$ cat src/design/fsnt_pkg.sv
// Package: sequencer state, search phase and divider status types for the factor splitter.
package fsnt_pkg;

    localparam int unsigned TARGET_FLOOR = 2;
    localparam int unsigned TARGET_RESET = 8;

    typedef enum logic [1:0] {
        ST_IDLE,
        ST_DIV,
        ST_EMIT
    } t_state;

    typedef enum logic [1:0] {
        PH_TARGET,
        PH_BELOW,
        PH_ABOVE
    } t_phase;

    typedef struct packed {
        logic done;
        logic exact;
    } t_div_stat;

endpackage

$ cat src/design/fsnt_stream_if.sv
// Interfaces: request channel carrying a process count, result channel carrying one factor.
interface fsnt_count_if #(
    parameter int COUNT_BITS = 16
);
    logic                  valid;
    logic                  ready;
    logic [COUNT_BITS-1:0] proc_count;

    modport source (output valid, output proc_count, input ready);
    modport sink   (input valid, input proc_count, output ready);
endinterface

interface fsnt_factor_if #(
    parameter int COUNT_BITS = 16
);
    logic                  valid;
    logic                  ready;
    logic [COUNT_BITS-1:0] factor;
    logic                  factor_valid;
    logic                  last;

    modport source (output valid, output factor, output factor_valid, output last, input ready);
    modport sink   (input valid, input factor, input factor_valid, input last, output ready);
endinterface

$ cat src/design/factor_split_near_target.sv
// Top level: splits a process count into factors near a configured target, one trial division at a time.
// Each trial division runs on the shared restoring divider.
// A factor costs one division for the target, up to target-2 below it, and up to R-target-1 above it.
// A count of 0 or 1 skips the divider and gives a single empty marker as its last result.
// One request at a time: ready is low from acceptance until the last result has been taken.
// Reset is synchronous, active low: the block goes idle and the target returns to 8.
module factor_split_near_target #(
    parameter int COUNT_BITS  = 16,
    parameter int TARGET_BITS = 8
) (
    input  logic                   i_clk,
    input  logic                   i_rst_n,
    input  logic                   i_cfg_we,
    input  logic [TARGET_BITS-1:0] i_cfg_data,
    fsnt_count_if.sink             i_req,
    fsnt_factor_if.source          o_res
);
    import fsnt_pkg::*;

    localparam int D_BITS = ((COUNT_BITS > TARGET_BITS) ? COUNT_BITS : TARGET_BITS) + 1;

    t_state                 r_state, n_state;
    t_phase                 r_phase, n_phase;
    logic [TARGET_BITS-1:0] r_target;
    logic [COUNT_BITS-1:0]  r_rem, n_rem;
    logic [D_BITS-1:0]      r_d, n_d;
    logic                   r_start, n_start;
    logic [COUNT_BITS-1:0]  r_factor, n_factor;
    logic                   r_fv, n_fv;
    logic                   r_last, n_last;

    logic [TARGET_BITS-1:0] w_teff;
    logic [D_BITS-1:0]      w_text;
    logic [D_BITS-1:0]      w_above_d;
    logic                   w_above_ok;
    logic [COUNT_BITS-1:0]  w_quo;
    t_div_stat              w_stat;

    assign w_teff     = (r_target < TARGET_BITS'(TARGET_FLOOR)) ? TARGET_BITS'(TARGET_FLOOR)
                                                                 : r_target;
    assign w_text     = D_BITS'(w_teff);
    assign w_above_d  = (r_phase == PH_ABOVE) ? r_d + D_BITS'(1) : w_text + D_BITS'(1);
    assign w_above_ok = w_above_d < D_BITS'(r_rem);

    fsnt_div #(
        .COUNT_BITS (COUNT_BITS),
        .D_BITS     (D_BITS)
    ) u_div (
        .i_clk      (i_clk),
        .i_rst_n    (i_rst_n),
        .i_start    (r_start),
        .i_dividend (r_rem),
        .i_divisor  (r_d),
        .o_quotient (w_quo),
        .o_stat     (w_stat)
    );

    always_ff @(posedge i_clk) begin
        if (!i_rst_n) begin
            r_state  <= ST_IDLE;
            r_phase  <= PH_TARGET;
            r_start  <= 1'b0;
            r_target <= TARGET_BITS'(TARGET_RESET);
        end else begin
            r_state <= n_state;
            r_phase <= n_phase;
            r_start <= n_start;
            if (i_cfg_we) begin
                r_target <= i_cfg_data;
            end
        end
        r_rem    <= n_rem;
        r_d      <= n_d;
        r_factor <= n_factor;
        r_fv     <= n_fv;
        r_last   <= n_last;
    end

    always_comb begin
        n_state     = r_state;
        n_phase     = r_phase;
        n_rem       = r_rem;
        n_d         = r_d;
        n_start     = 1'b0;
        n_factor    = r_factor;
        n_fv        = r_fv;
        n_last      = r_last;
        i_req.ready = 1'b0;
        o_res.valid = 1'b0;
        unique case (r_state)
            ST_IDLE: begin
                i_req.ready = 1'b1;
                if (i_req.valid) begin
                    n_rem = i_req.proc_count;
                    if (i_req.proc_count <= COUNT_BITS'(1)) begin
                        n_factor = '0;
                        n_fv     = 1'b0;
                        n_last   = 1'b1;
                        n_state  = ST_EMIT;
                    end else begin
                        n_d     = w_text;
                        n_phase = PH_TARGET;
                        n_start = 1'b1;
                        n_state = ST_DIV;
                    end
                end
            end
            ST_DIV: begin
                if (w_stat.done) begin
                    if (w_stat.exact) begin
                        // take the divisor, advance the remainder
                        n_factor = r_d[COUNT_BITS-1:0];
                        n_fv     = 1'b1;
                        n_rem    = w_quo;
                        n_last   = (w_quo == COUNT_BITS'(1));
                        n_state  = ST_EMIT;
                    end else if (r_phase == PH_TARGET && w_text > D_BITS'(2)) begin
                        n_d     = w_text - D_BITS'(1);
                        n_phase = PH_BELOW;
                        n_start = 1'b1;
                    end else if (r_phase == PH_BELOW && r_d > D_BITS'(2)) begin
                        n_d     = r_d - D_BITS'(1);
                        n_start = 1'b1;
                    end else if (w_above_ok) begin
                        n_d     = w_above_d;
                        n_phase = PH_ABOVE;
                        n_start = 1'b1;
                    end else begin
                        // no divisor left below the remainder: take the remainder itself
                        n_factor = r_rem;
                        n_fv     = 1'b1;
                        n_rem    = COUNT_BITS'(1);
                        n_last   = 1'b1;
                        n_state  = ST_EMIT;
                    end
                end
            end
            ST_EMIT: begin
                o_res.valid = 1'b1;
                if (o_res.ready) begin
                    if (r_last) begin
                        n_state = ST_IDLE;
                    end else begin
                        n_d     = w_text;
                        n_phase = PH_TARGET;
                        n_start = 1'b1;
                        n_state = ST_DIV;
                    end
                end
            end
            default: begin
                n_state = ST_IDLE;
            end
        endcase
    end

    assign o_res.factor       = r_factor;
    assign o_res.factor_valid = r_fv;
    assign o_res.last         = r_last;

endmodule

$ cat src/design/fsnt_div.sv
// Restoring divider: one quotient bit a cycle, reports quotient and whether the division is exact.
module fsnt_div #(
    parameter int COUNT_BITS = 16,
    parameter int D_BITS     = 17
) (
    input  logic                  i_clk,
    input  logic                  i_rst_n,
    input  logic                  i_start,
    input  logic [COUNT_BITS-1:0] i_dividend,
    input  logic [D_BITS-1:0]     i_divisor,
    output logic [COUNT_BITS-1:0] o_quotient,
    output fsnt_pkg::t_div_stat   o_stat
);
    import fsnt_pkg::*;

    localparam int CNT_BITS = $clog2(COUNT_BITS);

    logic [D_BITS-1:0]     r_rem, n_rem;
    logic [COUNT_BITS-1:0] r_quo, n_quo;
    logic [CNT_BITS-1:0]   r_cnt, n_cnt;
    logic                  r_busy, n_busy;
    logic                  r_done, n_done;
    logic [D_BITS:0]       w_trial;
    logic [D_BITS:0]       w_diff;
    logic                  w_ge;

    assign w_trial = {r_rem, r_quo[COUNT_BITS-1]};
    assign w_ge    = w_trial >= {1'b0, i_divisor};
    assign w_diff  = w_trial - {1'b0, i_divisor};

    always_comb begin
        n_rem  = r_rem;
        n_quo  = r_quo;
        n_cnt  = r_cnt;
        n_busy = r_busy;
        n_done = 1'b0;
        if (i_start) begin
            n_rem  = '0;
            n_quo  = i_dividend;
            n_cnt  = CNT_BITS'(COUNT_BITS - 1);
            n_busy = 1'b1;
        end else if (r_busy) begin
            n_rem = w_ge ? w_diff[D_BITS-1:0] : w_trial[D_BITS-1:0];
            n_quo = {r_quo[COUNT_BITS-2:0], w_ge};
            n_cnt = r_cnt - CNT_BITS'(1);
            if (r_cnt == '0) begin
                n_busy = 1'b0;
                n_done = 1'b1;
            end
        end
    end

    always_ff @(posedge i_clk) begin
        if (!i_rst_n) begin
            r_busy <= 1'b0;
            r_done <= 1'b0;
        end else begin
            r_busy <= n_busy;
            r_done <= n_done;
        end
        r_rem <= n_rem;
        r_quo <= n_quo;
        r_cnt <= n_cnt;
    end

    assign o_quotient   = r_quo;
    assign o_stat.done  = r_done;
    assign o_stat.exact = (r_rem == '0);

endmodule

$ cat src/flat_wrapper.sv
// flat-port wrapper written by rule: the top's interface ports become plain ports
module factor_split_near_target_flat import fsnt_pkg::*;
#(
    parameter int COUNT_BITS  = 16,
    parameter int TARGET_BITS = 8
)
  (i_clk, i_rst_n, i_cfg_we, i_cfg_data, i_req_valid, i_req_proc_count, i_req_ready, o_res_valid, o_res_factor, o_res_factor_valid, o_res_last, o_res_ready);
  fsnt_count_if #(.COUNT_BITS(COUNT_BITS)) i_req_i ();
  fsnt_factor_if #(.COUNT_BITS(COUNT_BITS)) o_res_i ();
  input  logic i_clk;
  input  logic i_rst_n;
  input  logic i_cfg_we;
  input  logic [TARGET_BITS-1:0] i_cfg_data;
  input wire logic [$bits(i_req_i.valid)-1:0] i_req_valid;
  input wire logic [$bits(i_req_i.proc_count)-1:0] i_req_proc_count;
  output wire logic [$bits(i_req_i.ready)-1:0] i_req_ready;
  output wire logic [$bits(o_res_i.valid)-1:0] o_res_valid;
  output wire logic [$bits(o_res_i.factor)-1:0] o_res_factor;
  output wire logic [$bits(o_res_i.factor_valid)-1:0] o_res_factor_valid;
  output wire logic [$bits(o_res_i.last)-1:0] o_res_last;
  input wire logic [$bits(o_res_i.ready)-1:0] o_res_ready;
  assign i_req_i.valid = i_req_valid;
  assign i_req_i.proc_count = i_req_proc_count;
  assign i_req_ready = i_req_i.ready;
  assign o_res_valid = o_res_i.valid;
  assign o_res_factor = o_res_i.factor;
  assign o_res_factor_valid = o_res_i.factor_valid;
  assign o_res_last = o_res_i.last;
  assign o_res_i.ready = o_res_ready;
  factor_split_near_target #(.COUNT_BITS(COUNT_BITS), .TARGET_BITS(TARGET_BITS)) u_core (.i_clk(i_clk), .i_rst_n(i_rst_n), .i_cfg_we(i_cfg_we), .i_cfg_data(i_cfg_data), .i_req(i_req_i), .o_res(o_res_i));
endmodule
$ cat config.mk
export PLATFORM = sky130hd
export DESIGN_NAME = factor_split_near_target_flat
export DESIGN_NICKNAME = d
export VERILOG_FILES = /design/src/design/fsnt_pkg.sv /design/src/design/fsnt_stream_if.sv /design/src/design/factor_split_near_target.sv /design/src/design/fsnt_div.sv /design/src/flat_wrapper.sv
export SDC_FILE = /design/constraint.sdc
export NUM_CORES = 1
export LEC_CHECK = 0
export BUFFER_PORTS_ARGS = -buffer_cell sky130_fd_sc_hd__buf_2
export CAP_MARGIN = 20
export CORE_AREA = 4 4 124 126
export CTS_CLUSTER_DIAMETER = 60
export CTS_CLUSTER_SIZE = 20
export DETAILED_ROUTE_END_ITERATION = 10
export DIE_AREA = 0 0 128 130
export GPL_TIMING_DRIVEN = 0
export PLACE_DENSITY = 0.75
export SYNTH_ARGS = -nofsm -noshare
export SYNTH_HDL_FRONTEND = slang
export SYNTH_SLANG_ARGS = --single-unit
$ cat constraint.sdc
create_clock -name i_clk -period 4.88 [get_ports i_clk]
set_clock_uncertainty 0.1 [all_clocks]
set_input_delay 0.488 -clock i_clk [delete_from_list [all_inputs] [get_ports i_clk]]
set_output_delay 0.488 -clock i_clk [all_outputs]
set_load 0.005 [all_outputs]
# After elaboration in Yosys (flattened, before gate mapping)
# Index checks and enable logic that the tools add are counted.
# classes
add_sub_neg	6
order_cmp	6
n_eq_ne	18
mux	79
n_bitwise	2
n_reduce_logical	15
# op_table
cell	n
$mux W16	15
$mux W17	11
$pmux W16 S2	2
$pmux W17 S3	1
$mux W2	17
$mux W1	27
$ge A18 B17 Y1	1
$add A17 B1 Y17 const B	1
$gt A17 B2 Y1 const B	1
$logic_not A17 Y1	1
$lt A17 B16 Y1	1
$sub A17 B1 Y17 const B	1
$sub A17 B17 Y17	1
$eq A16 B1 Y1 const B	1
$le A16 B1 Y1 const B	1
$ne A2 B2 Y1 const B	6
$pmux W2 S3	2
$reduce_and A6 Y1	2
$add A8 B1 Y9 const B	1
$ne A3 B3 Y1 const B	3
$reduce_and A9 Y1	1
$sub A8 B1 Y9 const B	1
$gt A8 B2 Y1 const B	1
$lt A8 B2 Y1 const B	1
19 further kinds	26
# totals
register_bits	103
inputBits	29
out_inout_bits	20
wordCells	140

# Longest topological paths before layout
# depth
word_depth	11
depth_mapped	17
ltp_nobuf	16

# Cells and area by module
# Synthesis repeated with hierarchy kept, for this count alone.
# unflattened
cells_unflattened	834
area_unflattened_um2	7357.1
# modules_own_cells
module	instances	cells_per_inst	area_each_um2	seq_area_each_um2
factor_split_near_target	1	513	4520.6	1791.7
fsnt_div	1	321	2836.5	940.9

# Worst setup path after synthesis
# No wires, ideal clock.
# synth_timing
path_kind	flip-flop to flip-flop
from	register u_core.r_target[4]
to	register u_core.r_factor[0] (netlist: u_core.o_res.factor[0]), enable pin
setup_ns	0.416
arrival_time_ns	4.598
t_required_ns	4.364
path_slack_ns	-0.233
stages_incl_launch_ff	18
n_path_buf	1
period_less_slack_ns	5.113
path_cell_list	dfxtp_1 buf_2 or4_4 nor3_1 or2_2 ha_1 nand3_1 xnor2_1 nand2_1 o21ai_0 ha_1 nand3_1 a311o_1 a31oi_1 o21ai_1 a31oi_2 a211oi_2 nor3_1
# synth_via
elab_chain_cells	7
elab_cells_between_ends	10
cone_classes	1 x add/sub; 3 x order compare; 2 x eq/ne; 2 x mux; 2 x reduce/logical
# synth_rtl
element	line	rtl
from (decl)	factor_split_near_target.sv:24	logic [TARGET_BITS-1:0] r_target;
from (signal assigned)	factor_split_near_target.sv:63	r_target <= TARGET_BITS'(TARGET_RESET);
from (signal assigned)	factor_split_near_target.sv:69	r_target <= i_cfg_data;
$lt A8 B2 Y1	factor_split_near_target.sv:39	assign w_teff = (r_target < TARGET_BITS'(TARGET_FLOOR)) ? TARGET_BITS'(TARGET_FLOOR)
$mux W8 *	factor_split_near_target.sv:39	
$add A8 B1 Y9	factor_split_near_target.sv:42	assign w_above_d = (r_phase == PH_ABOVE) ? r_d + D_BITS'(1) : w_text + D_BITS'(1);
$mux W17	factor_split_near_target.sv:42	
$lt A17 B16 Y1	factor_split_near_target.sv:43	assign w_above_ok = w_above_d < D_BITS'(r_rem);
$ne A3 B3 Y1 (no line)	n/a	
$reduce_and A7 Y1 (no line) *	n/a	
to (signal assigned)	factor_split_near_target.sv:74	r_factor <= n_factor;
to (decl)	factor_split_near_target.sv:28	logic [COUNT_BITS-1:0] r_factor, n_factor;
# Mark *: on every way between the ends. The rest lies on a longest branch, timed or not.
# A chain may end at the register's enable or synchronous reset.

# Final worst setup path
# layout_timing
from	register u_core.r_target[5]
to	register u_core.r_factor[15] (netlist: u_core.o_res.factor[15]), enable pin
# Same word-level chain as after synthesis.

==> flow_metrics.env <==
export IMPL_outcome="complete, no violations"
export IMPL_grt_first_pass_wirelength_um=29790
export IMPL_syn_to_final_growth_pct=13.03
export IMPL_dr_pass1_iters=5
export IMPL_dp_hpwl_um=13940
export IMPL_grt_pass1_vias=5882
export IMPL_cts_root_buf="clkbuf_16"
export IMPL_slew_limit_headroom_pct=46.46
export IMPL_overflow=0
export IMPL_synth_compound_area_share_pct=17.05
export IMPL_final_cell_area_um2=7921
export IMPL_postCtsHoldBufs=0
export IMPL_clk_latency_ns=0.36
export IMPL_drive_above_1_share_pct=12.86
export IMPL_cellPowerDensity_nw_per_um2=387.4
export IMPL_clkTransAtPathRegs_ns=0.08
export IMPL_synth_xor_area_share_pct=5.124
export IMPL_nets=943
export IMPL_cts_tree="done"
export IMPL_synth_area_um2=7008
export IMPL_grt_max_degree=19
export IMPL_gp_congestion=0.9632
export IMPL_start_kind="register"
export IMPL_routedWlPerCell_um=17.38
export IMPL_synthesis_nets=872
export IMPL_p_leak_uw=0.003100
export IMPL_die_y_um=130
export IMPL_totalWireLength_um=18480
export IMPL_hold_violations=0
export IMPL_yosys_warnings=0
export IMPL_htree_levels=3
export IMPL_whs_path_depth=3
export IMPL_final_cells=1063
export IMPL_place_inst=1037
export IMPL_arrival_ns=4.72
export IMPL_hp_class="in -> reg"
export IMPL_die_width_um=128
export IMPL_initial_core_util_pct=48.96
export IMPL_ys_seq_area_share_pct=38.99
export IMPL_cts_sinks=103
export IMPL_worstPathCellList="clkbuf_1, or4_4, o41ai_4, inv_2, ha_1, xnor2_1, o21ai_1, ha_1, a21o_1, a211oi_1, o211ai_1, o21ai_1, a31oi_4, a211oi_4, nor3_4, buf_4, buf_6"
export IMPL_synth_top_family_by_area="simple AND/OR/NAND/NOR gates"
export IMPL_antenna_found_initial=0
export IMPL_fmax_ghz=0.2128
export IMPL_maxSlewViolCount=0
export IMPL_cts_buffers=9
export IMPL_muxShareOfSynthArea_pct=5.588
export IMPL_setup_violations=0
export IMPL_worstSetupEndpointType="register"
export IMPL_cp_data_required_time_ns=4.90
export IMPL_ant_nets=0
export IMPL_cp_max_fo=12
export IMPL_dr_first_iter_drc_count=721
export IMPL_avgSynthCellArea_um2=8.727
export IMPL_remaining_drc_errors=0
export IMPL_yosys_most_used_dff="edfxtp_1"
export IMPL_finalCritPeriodShare_pct=96.31
export IMPL_synth_edf_count=67
export IMPL_vias=6310
export IMPL_synth_cell_types=68
export IMPL_synth_simple_area_share_pct=20.37
export IMPL_period_minus_slack_ns=4.700
export IMPL_synthCells=803
export IMPL_vdd_drop_max_v=0.0001814
export IMPL_synthAdderAreaFrac_pct=7.249
export IMPL_ios=49
export IMPL_coreArea_um2=14310
export IMPL_async_flop_share_pct=0
export IMPL_n_fill_cell=1303
export IMPL_num_rows=44
export IMPL_die_area_um2=16640
export IMPL_crit_path_max_incr_delay_ns=0.55
export IMPL_crit_slowest_cell="or4_4"
export IMPL_worstSetupPathType="reg -> reg"
export IMPL_clock_path_buffers=2
export IMPL_diodes=0
export IMPL_portBuffers=47
export IMPL_track_usage_pct=22.47
export IMPL_placed_area_um2=7521
export IMPL_avgViaCountPerCell=5.936
export IMPL_synth_seq_cells=103
export IMPL_worst_r2r_cell_count=17
export IMPL_cap_violations=0
export IMPL_worst_pin_slew_ns=0.7982
-- stage by stage --
step	total power (µW)	worst slack, ns	util (%)	TNS [ns]	hold slack [ns]
3_5_place_dp	2330	-0.2203	52.54	-4.522	0.3892
4_1_cts	3051	0.02615	54.70	0	0.2417
5_1_grt	3265	-0.08924	55.34	-1.392	0.2613
2_1_floorplan	2049	0.3126	-	0	0.3658
6_report	3068	0.1803	55.34	0	0.2478
3_3_place_gp	2305	-0.5784	52.28	-29.78	0.3808
-- where the power goes --
part	switching [µW]	internal, µW	leakage, µW
registers	115	1050	0.000936
clock network	352	369	0.000145
logic	694	485	0.00202
total	1160	1910	0.00310
-- cell usage in the layout, fill, tap and decap left out, types with 22 or more instances in the layout --
| cell | Yosys | layout |
|---|---|---|
| buf_2 | 3 | 50 |
| nor2_1 | 91 | 91 |
| inv_1 | 49 | 49 |
| nand2_1 | 71 | 71 |
| xnor2_1 | 33 | 33 |
| o21ai_0 | 24 | 22 |
| ha_1 | 39 | 39 |
| a21oi_1 | 54 | 53 |
| dfxtp_1 | 36 | 36 |
| edfxtp_1 | 67 | 67 |
| clkbuf_1 | 41 | 41 |
| o21ai_1 | 25 | 27 |
| nand3_1 | 39 | 39 |
-- cell families after synthesis --
family,after synthesis
AOI/OAI and AO/OA,183
xor gates and xnor gates,41
adders and majority gates,40
buffers and inverters,101
DFF,103
muxes,37
and+or+nand+nor,298
-- routing by layer --
layer	global-route usage (%)	wire (µm)	vias up
li1	-	-	3063
met1	32.08	8135	2967
met2	34.97	8451	257
met3	4.380	1568	23
met4	6.429	323	0
met5	0	0	-
-- worst paths after layout --
check,start,end,slack [ns]
max,u_core.r_target[5]$_SDFFE_PN0P_,u_core.o_res.factor[15]$_SDFFCE_PN0P_,0.18
min reg2reg,u_core.u_div.r_cnt[1]$_SDFFE_PP1P_,u_core.u_div.r_cnt[1]$_SDFFE_PP1P_,0.41
max reg2reg,u_core.r_target[5]$_SDFFE_PN0P_,u_core.o_res.factor[15]$_SDFFCE_PN0P_,0.18
min,i_cfg_data[3],u_core.r_target[3]$_SDFFE_PN1P_,0.25
-- what timing repair did --
item	CTS	global route
gates resized for setup	3	4
pin swaps	0	2
buffers inserted	0	10
endpoints found under the setup margin	29	34
-- sequential cells by signal, indices dropped and copies added (netlist names) --
signal                     flops
u_core.r_target                8
u_core.u_div.o_quotient       16
u_core.o_res.factor_valid      1
u_core.r_start                 1
u_core.u_div.r_rem            17
u_core.o_res.last              1
u_core.r_d                    17
u_core.o_res.factor           16
u_core.u_div.r_busy            1
u_core.r_state                 2
u_core.u_div.r_done            1
u_core.r_rem                  16
u_core.r_phase                 2
u_core.u_div.r_cnt             4
-- critical path: cells and delay by family (launching register included) --
kind / cells / cell delay [ns]
AND/OR/NAND/NOR: 2 / 0.60
adder cells (fa/ha/maj): 2 / 0.55
XOR/XNOR: 1 / 0.14
buffers and inverters: 4 / 0.61
flip-flops: 1 / 0.30
AO/OA/AOI/OAI: 8 / 2.15
-- Yosys cell counts (all sizes together), types with 3 or more instances --
library cell	count	share of area [%]
nand2b	9	0.80
buf	6	0.54
xor2	8	1.0
o21a	6	0.64
o21ai	49	3.5
a21o	9	0.96
or4	3	0.37
ha	39	7.0
o311ai	3	0.38
edfxtp	67	29
a31oi	4	0.45
nor2b	5	0.45
mux2	17	2.7
xnor2	33	4.1
mux2i	20	2.9
a211oi	20	2.2
inv	52	2.8
and3	5	0.45
nor4	20	2.0
nand4	15	1.3
nor3	19	1.4
dfxtp	36	10
or3	10	0.89
clkbuf	41	2.2
nand2	71	3.8
o211ai	8	0.86
nand3	39	2.8
o41ai	4	0.88
a21oi	54	3.9
and4	4	0.50
nor2	91	4.9
-- cell type report --
class	instances	area [µm²]	area share (%)
Clock inverter	6	51.30	0.6476
Multi-Input combinational cell	599	3930	49.61
Timing Repair Buffer	60	344.1	4.344
Inverter	54	202.7	2.559
Buffer	47	191.4	2.417
Clock buffer	10	239.0	3.017
Sequential cell	103	2733	34.50
Tap cell	184	230.2	2.906
Power figures use the tool's default switching activity.
